==> config.mk <==
export PLATFORM = sky130hd
export DESIGN_NAME = div_tima_timer_step_flat
export DESIGN_NICKNAME = d
export VERILOG_FILES = /design/src/dtt_pkg.sv /design/src/dtt_in_if.sv /design/src/dtt_out_if.sv /design/src/dtt_ctrl.sv /design/src/dtt_datapath.sv /design/src/div_tima_timer_step.sv /design/src/flat_wrapper.sv
export VERILOG_INCLUDE_DIRS = /design/src /design/src/src
export SDC_FILE = /design/constraint.sdc
export NUM_CORES = 1
export LEC_CHECK = 0
export BUFFER_PORTS_ARGS = -buffer_cell sky130_fd_sc_hd__buf_4
export CORE_ASPECT_RATIO = 0.7
export CORE_MARGIN = 10
export CORE_UTILIZATION = 40
export DETAILED_ROUTE_END_ITERATION = 6
export SLEW_MARGIN = 20
export SYNTH_ARGS = -nofsm -noshare
export SYNTH_HDL_FRONTEND = slang
export SYNTH_SLANG_ARGS = --single-unit
==> constraint.sdc <==
create_clock -name clk -period 3.1 [get_ports clk]
set_input_delay 0.465 -clock clk [delete_from_list [all_inputs] [get_ports clk]]
set_output_delay 0.465 -clock clk [all_outputs]
set_load 0.02 [all_outputs]
==> src/assert_macros.svh <==
// Assertion macros used by the top level of the timer block.
`ifndef ASSERT_MACROS_SVH
`define ASSERT_MACROS_SVH

// Immediate implication: the consequent must hold in the same cycle.
`define ASSERT_SAME(lbl, clk, rst_n, ante, cons, msg) \
  lbl: assert property (@(posedge clk) disable iff (!rst_n) (ante) |-> (cons)) \
    else $error(msg);

// Next-cycle implication: the consequent must hold in the next cycle.
`define ASSERT_NEXT(lbl, clk, rst_n, ante, cons, msg) \
  lbl: assert property (@(posedge clk) disable iff (!rst_n) (ante) |=> (cons)) \
    else $error(msg);

`endif

==> src/dtt_pkg.sv <==
// Package with the constants, types and functions of the timer block.
`timescale 1ns / 1ps

package dtt_pkg;

  localparam int unsigned CyclesW   = 8;
  localparam int unsigned CountW    = 8;
  localparam int unsigned DividerW  = 16;
  localparam int unsigned PrescaleW = 11;
  localparam int unsigned AccW      = 12;
  localparam int unsigned DelayW    = 3;
  localparam int unsigned CtrlW     = 3;
  localparam int unsigned CfgDataW  = 8;
  localparam int unsigned CfgIdxW   = 1;

  localparam logic [CtrlW-1:0]   CTRL_ENABLE  = 3'h4;
  localparam logic [CtrlW-1:0]   CTRL_RATE    = 3'h3;
  localparam logic [CountW-1:0]  COUNT_MAX    = 8'hFF;
  localparam logic [DelayW-1:0]  RELOAD_DELAY = 3'd4;

  localparam logic [CfgIdxW-1:0] REG_TIMER_CONTROL = 1'b0;
  localparam logic [CfgIdxW-1:0] REG_RELOAD_VALUE  = 1'b1;

  // Commands from the controller to the datapath.
  typedef struct packed {
    logic load;    // take the input transaction and start the item
    logic step;    // one whole period out of the accumulator
    logic finish;  // capture the result; store the prescaler when enabled
  } dtt_cmd_t;

  // Status from the datapath to the controller.
  typedef struct packed {
    logic more;    // counting enabled and another whole period is held
  } dtt_sts_t;

  // Period in machine cycles for a rate selection: 2 << {9, 3, 5, 7}.
  function automatic logic [AccW-1:0] rate_period(input logic [1:0] rate);
    logic [AccW-1:0] p;
    case (rate)
      2'd0:    p = 12'd1024;
      2'd1:    p = 12'd16;
      2'd2:    p = 12'd64;
      2'd3:    p = 12'd256;
      default: p = 12'd1024;
    endcase
    return p;
  endfunction

endpackage

==> src/dtt_in_if.sv <==
// Input channel interface: elapsed cycles and the counter-written flag.
`timescale 1ns / 1ps

interface dtt_in_if;
  logic       valid;
  logic       ready;
  logic [7:0] elapsed_cycles;
  logic       counter_written;

  modport source (output valid, output elapsed_cycles, output counter_written,
                  input ready);
  modport sink   (input valid, input elapsed_cycles, input counter_written,
                  output ready);
endinterface

==> src/dtt_out_if.sv <==
// Result channel interface: counter, divider high byte and interrupt flag.
`timescale 1ns / 1ps

interface dtt_out_if;
  logic       valid;
  logic       ready;
  logic [7:0] counter_value;
  logic [7:0] divider_value;
  logic       timer_irq;

  modport source (output valid, output counter_value, output divider_value,
                  output timer_irq, input ready);
  modport sink   (input valid, input counter_value, input divider_value,
                  input timer_irq, output ready);
endinterface

==> src/dtt_ctrl.sv <==
// Controller state machine that sequences the timer datapath.
`timescale 1ns / 1ps

module dtt_ctrl
  import dtt_pkg::*;
(
  input  logic     clk,
  input  logic     rst_n,
  input  logic     in_valid,
  output logic     in_ready,
  output logic     out_valid,
  input  logic     out_ready,
  input  dtt_sts_t sts,
  output dtt_cmd_t cmd
);

  typedef enum logic [0:0] {
    S_IDLE,
    S_LOOP
  } state_t;

  state_t state_r, state_nxt;
  logic   out_valid_r, out_valid_nxt;
  logic   out_free;

  assign in_ready  = (state_r == S_IDLE);
  assign out_valid = out_valid_r;
  assign out_free  = !out_valid_r || out_ready;

  always_comb begin
    state_nxt     = state_r;
    out_valid_nxt = out_valid_r && !out_ready;
    cmd           = '0;
    case (state_r)
      S_IDLE: begin
        if (in_valid) begin
          cmd.load  = 1'b1;
          state_nxt = S_LOOP;
        end
      end
      S_LOOP: begin
        if (sts.more) begin
          cmd.step = 1'b1;
        end else if (out_free) begin
          // The result register is free this cycle, so the item can retire.
          cmd.finish    = 1'b1;
          out_valid_nxt = 1'b1;
          state_nxt     = S_IDLE;
        end
      end
      default: begin
        state_nxt = S_IDLE;
      end
    endcase
  end

  always_ff @(posedge clk) begin
    if (!rst_n) begin
      state_r     <= S_IDLE;
      out_valid_r <= 1'b0;
    end else begin
      state_r     <= state_nxt;
      out_valid_r <= out_valid_nxt;
    end
  end

endmodule

==> src/dtt_datapath.sv <==
// Datapath of the timer: configuration, counters, prescaler and result register.
`timescale 1ns / 1ps

module dtt_datapath
  import dtt_pkg::*;
(
  input  logic                clk,
  input  logic                rst_n,
  input  logic                cfg_we,
  input  logic [CfgIdxW-1:0]  cfg_index,
  input  logic [CfgDataW-1:0] cfg_data,
  input  logic [CyclesW-1:0]  elapsed_cycles,
  input  logic                counter_written,
  input  dtt_cmd_t            cmd,
  output dtt_sts_t            sts,
  output logic [CountW-1:0]   counter_value,
  output logic [7:0]          divider_value,
  output logic                timer_irq
);

  logic [CtrlW-1:0]     ctrl_r;
  logic [CountW-1:0]    reload_r;
  logic [DividerW-1:0]  divider_r;
  logic [PrescaleW-1:0] prescale_r;
  logic [CountW-1:0]    timer_r;
  logic [DelayW-1:0]    delay_r;
  logic [AccW-1:0]      acc_r;
  logic                 irq_r;
  logic [CountW-1:0]    res_count_r;
  logic [7:0]           res_div_r;
  logic                 res_irq_r;

  logic                 enabled;
  logic [AccW-1:0]      period;
  logic                 delay_done;

  assign enabled    = (ctrl_r & CTRL_ENABLE) != '0;
  assign period     = rate_period(ctrl_r[1:0]);
  assign sts.more   = enabled && (acc_r >= period);
  assign delay_done = ({{(CyclesW-DelayW){1'b0}}, delay_r} <= elapsed_cycles);

  assign counter_value = res_count_r;
  assign divider_value = res_div_r;
  assign timer_irq     = res_irq_r;

  always_ff @(posedge clk) begin
    if (!rst_n) begin
      ctrl_r     <= '0;
      reload_r   <= '0;
      divider_r  <= '0;
      prescale_r <= '0;
      timer_r    <= '0;
      delay_r    <= '0;
      irq_r      <= 1'b0;
    end else begin
      if (cfg_we) begin
        case (cfg_index)
          REG_TIMER_CONTROL: ctrl_r   <= cfg_data[CtrlW-1:0];
          REG_RELOAD_VALUE:  reload_r <= cfg_data;
          default: ;
        endcase
      end
      if (cmd.load) begin
        // A pending reload delay is served before any counting.
        irq_r <= 1'b0;
        if (delay_r != '0) begin
          if (delay_done) begin
            delay_r <= '0;
            irq_r   <= 1'b1;
            if (!counter_written) begin
              timer_r <= reload_r;
            end
          end else begin
            delay_r <= delay_r - elapsed_cycles[DelayW-1:0];
          end
        end
        divider_r <= divider_r + {{(DividerW-CyclesW){1'b0}}, elapsed_cycles};
      end
      if (cmd.step) begin
        timer_r <= timer_r + 1'b1;
        if (timer_r == COUNT_MAX) begin
          delay_r <= RELOAD_DELAY;
        end
      end
      if (cmd.finish && enabled) begin
        prescale_r <= acc_r[PrescaleW-1:0];
      end
    end
  end

  // Accumulator and result register carry payload only.
  always_ff @(posedge clk) begin
    if (cmd.load) begin
      acc_r <= {1'b0, prescale_r} + {{(AccW-CyclesW){1'b0}}, elapsed_cycles};
    end else if (cmd.step) begin
      acc_r <= acc_r - period;
    end
    if (cmd.finish) begin
      res_count_r <= timer_r;
      res_div_r   <= divider_r[DividerW-1:DividerW-8];
      res_irq_r   <= irq_r;
    end
  end

endmodule

==> src/div_tima_timer_step.sv <==
// Top level of the timer block: controller, datapath and channel wiring.
`timescale 1ns / 1ps
`include "assert_macros.svh"

// Channel   Direction  Handshake      Payload
// in_ch     sink       valid/ready    elapsed_cycles[7:0], counter_written
// out_ch    source     valid/ready    counter_value[7:0], divider_value[7:0], timer_irq
// cfg_*     write      cfg_we         cfg_index[0], cfg_data[7:0]
//
// An item is loaded, steps the counter N times and retires, where N is the number of
// whole timer periods held in the prescaler plus the elapsed cycles; the counter steps
// once per cycle of the loop; N reaches 79 at most and is about 16 at a period of 16.
// Reset is synchronous and active low and clears all timer state but the accumulator and result register.
// The result waits in an output register; the next transaction is taken while
// it waits, and an item only stalls at its end if that register is still full.

module div_tima_timer_step
  import dtt_pkg::*;
(
  input  logic                clk,
  input  logic                rst_n,
  dtt_in_if.sink              in_ch,
  dtt_out_if.source           out_ch,
  input  logic                cfg_we,
  input  logic [CfgIdxW-1:0]  cfg_index,
  input  logic [CfgDataW-1:0] cfg_data
);

  dtt_cmd_t cmd;
  dtt_sts_t sts;

  // The controller owns the handshakes and issues at most one command per cycle.
  dtt_ctrl u_ctrl (
    .clk       (clk),
    .rst_n     (rst_n),
    .in_valid  (in_ch.valid),
    .in_ready  (in_ch.ready),
    .out_valid (out_ch.valid),
    .out_ready (out_ch.ready),
    .sts       (sts),
    .cmd       (cmd)
  );

  // The datapath holds the configuration, all timer state and the result.
  dtt_datapath u_datapath (
    .clk             (clk),
    .rst_n           (rst_n),
    .cfg_we          (cfg_we),
    .cfg_index       (cfg_index),
    .cfg_data        (cfg_data),
    .elapsed_cycles  (in_ch.elapsed_cycles),
    .counter_written (in_ch.counter_written),
    .cmd             (cmd),
    .sts             (sts),
    .counter_value   (out_ch.counter_value),
    .divider_value   (out_ch.divider_value),
    .timer_irq       (out_ch.timer_irq)
  );

  // After a transaction is taken, the block is busy in the next cycle.
  `ASSERT_NEXT(a_busy_after_accept, clk, rst_n, in_ch.valid && in_ch.ready, !in_ch.ready, "input accepted while an item is in progress")
  // A new result only appears when an item retires from the counting loop.
  `ASSERT_SAME(a_result_from_loop, clk, rst_n, $rose(out_ch.valid), $past(!in_ch.ready), "result produced without an item in progress")
  // Commands to the datapath are mutually exclusive.
  `ASSERT_SAME(a_cmd_onehot, clk, rst_n, 1'b1, $onehot0(cmd), "more than one datapath command in a cycle")

endmodule
==> src/flat_wrapper.sv <==
// flat-port wrapper written by rule: the top's interface ports become plain ports
module div_tima_timer_step_flat import dtt_pkg::*;
  (clk, rst_n, cfg_we, cfg_index, cfg_data, in_ch_valid, in_ch_elapsed_cycles, in_ch_counter_written, in_ch_ready, out_ch_valid, out_ch_counter_value, out_ch_divider_value, out_ch_timer_irq, out_ch_ready);
  dtt_in_if in_ch_i ();
  dtt_out_if out_ch_i ();
  input  logic clk;
  input  logic rst_n;
  input  logic cfg_we;
  input  logic [CfgIdxW-1:0] cfg_index;
  input  logic [CfgDataW-1:0] cfg_data;
  input wire logic [$bits(in_ch_i.valid)-1:0] in_ch_valid;
  input wire logic [$bits(in_ch_i.elapsed_cycles)-1:0] in_ch_elapsed_cycles;
  input wire logic [$bits(in_ch_i.counter_written)-1:0] in_ch_counter_written;
  output wire logic [$bits(in_ch_i.ready)-1:0] in_ch_ready;
  output wire logic [$bits(out_ch_i.valid)-1:0] out_ch_valid;
  output wire logic [$bits(out_ch_i.counter_value)-1:0] out_ch_counter_value;
  output wire logic [$bits(out_ch_i.divider_value)-1:0] out_ch_divider_value;
  output wire logic [$bits(out_ch_i.timer_irq)-1:0] out_ch_timer_irq;
  input wire logic [$bits(out_ch_i.ready)-1:0] out_ch_ready;
  assign in_ch_i.valid = in_ch_valid;
  assign in_ch_i.elapsed_cycles = in_ch_elapsed_cycles;
  assign in_ch_i.counter_written = in_ch_counter_written;
  assign in_ch_ready = in_ch_i.ready;
  assign out_ch_valid = out_ch_i.valid;
  assign out_ch_counter_value = out_ch_i.counter_value;
  assign out_ch_divider_value = out_ch_i.divider_value;
  assign out_ch_timer_irq = out_ch_i.timer_irq;
  assign out_ch_i.ready = out_ch_ready;
  div_tima_timer_step u_core (.clk(clk), .rst_n(rst_n), .in_ch(in_ch_i), .out_ch(out_ch_i), .cfg_we(cfg_we), .cfg_index(cfg_index), .cfg_data(cfg_data));
endmodule
==> flow_summary.json <==
{
  "hold_start": "in_ch_valid",
  "clk_latency_ns": 0.34,
  "drc_errors": 0,
  "finalHoldViolCount": 0,
  "routed_wl_um": 11000,
  "power_w": 0.002643,
  "final_cell_mix": "dfxtp_1 (52), buf_4 (47), a21oi_1 (44), nand3_1 (40), nand2_1 (37)",
  "rrSetupSlack_ns": 0.56,
  "crit_path_end_kind": "flip-flop",
  "gp_congestion": 0.8120,
  "static-leakage-power_nw": 1.911,
  "dieArea_mm2": 0.01562,
  "r2r_cells": 7,
  "grt_antenna_before_repair": 0,
  "drt_iter0_markers": 331,
  "worstSetupPathType": "flip-flop to flip-flop",
  "dieHeight_um": 107.6,
  "clk_pin_slew_worst_paths_ns": 0.06,
  "slew_headroom_pct": 42.59,
  "required_ns": 3.12,
  "drv_cap": 0,
  "ios": 42,
  "grt_use_total_pct": 14.14,
  "num_rows": 31,
  "cts_buffers": 9,
  "hold_class": "input port to flip-flop",
  "finalSetupTns_ns": 0,
  "grt_max_degree": 35,
  "synth.distinct_cells": 60,
  "hold_depth": 3,
  "rsz0062_at_grt": "no",
  "syn_nets": 522,
  "die_w_um": 145.2,
  "status": "complete, no violations",
  "synth.largest_area_cell": "dfxtp_1",
  "antenna_left": 0,
  "hold_buffers": 0,
  "dp_hpwl_um": 7991,
  "viasPerCell": 5.594,
  "place_area_mm2": 0.004837,
  "rr_startpoint": "u_core.u_datapath.ctrl_r[0]$_SDFFE_PN0P_",
  "synthToLayoutAreaGrowth_pct": 16.69,
  "cts_tree": "yes",
  "max_freq_mhz": 394.2,
  "irDropWorstVdd_mv": 0.2726,
  "avgSynthCellArea_um2": 9.311,
  "r2r_end": "u_core.u_datapath.divider_value[6]$_DFFE_PP_",
  "syn_area_mm2": 0.004385,
  "post_cts_resized": 0,
  "n_antenna_cell": 0,
  "final_common_cell": "dfxtp_1",
  "first_pass_iters": 5,
  "nets": 561,
  "synth_top_area_share_pct": 23.74,
  "port_buffers": 41,
  "worst_pin_slew_ns": 0.8504,
  "finalSetupViolations": 0,
  "grt_pass1_wl_um": 18000,
  "coreArea_mm2": 0.01051,
  "min_to": "u_core.u_ctrl.state_r$_SDFF_PN0_",
  "grt_pass1_vias": 3554,
  "power-per-cell-area_mw_per_mm2": 516.5,
  "grt_overflow_total": 0,
  "drive_gt1_share_pct": 14.17,
  "ys.flop_type": "dfxtp_1",
  "vias": 3709,
  "crit_arrival_ns": 2.56,
  "synth_area_leaders": "dfxtp_1 (24%), edfxtp_1 (20%), ha_1 (7.1%)",
  "post-route-min-period_ns": 2.537,
  "finClkSkew_ns": 0.005919,
  "drt-wirelength-per-cell_um": 16.58,
  "synth_edf_count": 29,
  "syn-instance-count": 471,
  "postCtsSetupRepairBufs": 0,
  "ys.warnings.count": 0,
  "yosysSeqAreaShare_pct": 43.59,
  "cts_max_path_buffers": 2,
  "ys_ff_latch": 81,
  "whs_ns": 0.3851,
  "root_buffer": "clkbuf_16",
  "slew_violations": 0,
  "stdcell_area_mm2": 0.005117,
  "start_util_pct": 41.72,
  "cts.htree.levels": 3,
  "start_kind": "flip-flop",
  "async_flop_share_pct": 0,
  "finalCritPeriodShare_pct": 81.83,
  "path_max_fanout": 18,
  "clock-sinks": 81
}
per-layer routing:
layer | GRT usage [%] | routed length, µm
met1 | 18.80 | 5406
met2 | 21.70 | 4827
met3 | 3.318 | 617
met4 | 5.899 | 144
met5 | 0 | 0
synth_stat cells, types with 4 or more instances:
| cell | count |
|---|---|
| nand2b_1 | 13 |
| mux2i_1 | 12 |
| and2_1 | 5 |
| nand2_1 | 37 |
| ha_1 | 25 |
| nor2_1 | 27 |
| xor2_1 | 5 |
| inv_1 | 17 |
| edfxtp_1 | 29 |
| o21ai_0 | 26 |
| a22oi_1 | 7 |
| nor3_1 | 7 |
| and3_1 | 4 |
| a21o_1 | 9 |
| a21oi_1 | 44 |
| nand4_1 | 10 |
| or3_1 | 5 |
| nand3_1 | 40 |
| clkbuf_1 | 12 |
| a211oi_1 | 8 |
| dfxtp_1 | 52 |
| nor2b_1 | 10 |
state kept, by name (all words and copies together) (netlist names):
| signal | cells |
|---|---|
| u_core.u_ctrl.out_valid | 1 |
| u_core.u_ctrl.state_r | 1 |
| u_core.u_datapath.acc_r | 12 |
| u_core.u_datapath.counter_value | 8 |
| u_core.u_datapath.ctrl_r | 3 |
| u_core.u_datapath.delay_r | 3 |
| u_core.u_datapath.divider_r | 16 |
| u_core.u_datapath.divider_value | 8 |
| u_core.u_datapath.irq_r | 1 |
| u_core.u_datapath.prescale_r | 11 |
| u_core.u_datapath.reload_r | 8 |
| u_core.u_datapath.timer_irq | 1 |
| u_core.u_datapath.timer_r | 8 |
area by class of cell:
class / instances / area (µm²)
clock buffers: 12 / 256.5
clock inverters: 4 / 23.77
fillers: 1014 / 5394
inverters: 17 / 63.81
multi-input cells: 354 / 2323
flip-flops and latches: 81 / 1912
well taps: 148 / 185.2
repair buffers: 47 / 352.8
logic make-up after synthesis:
logic type / count (synthesis) / share of synthesized area, %
simple gates: 168 / 19.51
fa+ha+maj: 28 / 8.502
compound gates: 138 / 20.63
buf+inv: 36 / 3.424
flops: 81 / 43.60
xor+xnor: 8 / 1.598
mux: 12 / 2.739
per-stage QoR:
step | std cells | setup slack (ns) | utilization [%]
floorplan | 471 | 0.2916 | -
global placement | 647 | 0.6199 | 46.02
detailed placement | 647 | 0.5662 | 46.02
CTS | 663 | 0.5622 | 48.68
global route | 663 | 0.4619 | 48.68
finish | 663 | 0.5631 | 48.68
worst max-delay path: stages (launching register included):
cell and delay, ns:
dfxtp_1 0.33, or2_2 0.29, ha_1 0.23, or4_4 0.52, nor3b_4 0.26, a21oi_1 0.15, a21oi_2 0.15, buf_4 0.27
how the worst max path moves through the flow:
| stage | start | to | slack (ns) | cells after the start |
|---|---|---|---|---|
| 3_5_place_dp | in_ch_elapsed_cycles[1] | u_core.u_datapath.divider_r[9]$_SDFFE_PN0P_ | 0.57 | 7 |
| 2_1_floorplan | u_core.u_datapath.ctrl_r[0]$_SDFFE_PN0P_ | u_core.u_datapath.counter_value[0]$_DFFE_PP_ | 0.29 | 7 |
| 5_1_grt | u_core.u_datapath.ctrl_r[0]$_SDFFE_PN0P_ | u_core.u_datapath.counter_value[1]$_DFFE_PP_ | 0.46 | 7 |
| 3_3_place_gp | in_ch_elapsed_cycles[1] | u_core.u_datapath.divider_r[9]$_SDFFE_PN0P_ | 0.62 | 7 |
| 6_report | u_core.u_datapath.ctrl_r[0]$_SDFFE_PN0P_ | u_core.u_datapath.divider_value[6]$_DFFE_PP_ | 0.56 | 7 |
| 4_1_cts | u_core.u_datapath.ctrl_r[0]$_SDFFE_PN0P_ | u_core.u_datapath.divider_value[2]$_DFFE_PP_ | 0.56 | 7 |
where the power goes:
group          switching [W]  total (W)  internal (W)
Sequential         0.0000387    0.00120       0.00116
Clock               0.000441    0.00103      0.000587
Combinational       0.000248   0.000414      0.000165
No activity file was read; power rests on OpenSTA's default activity.
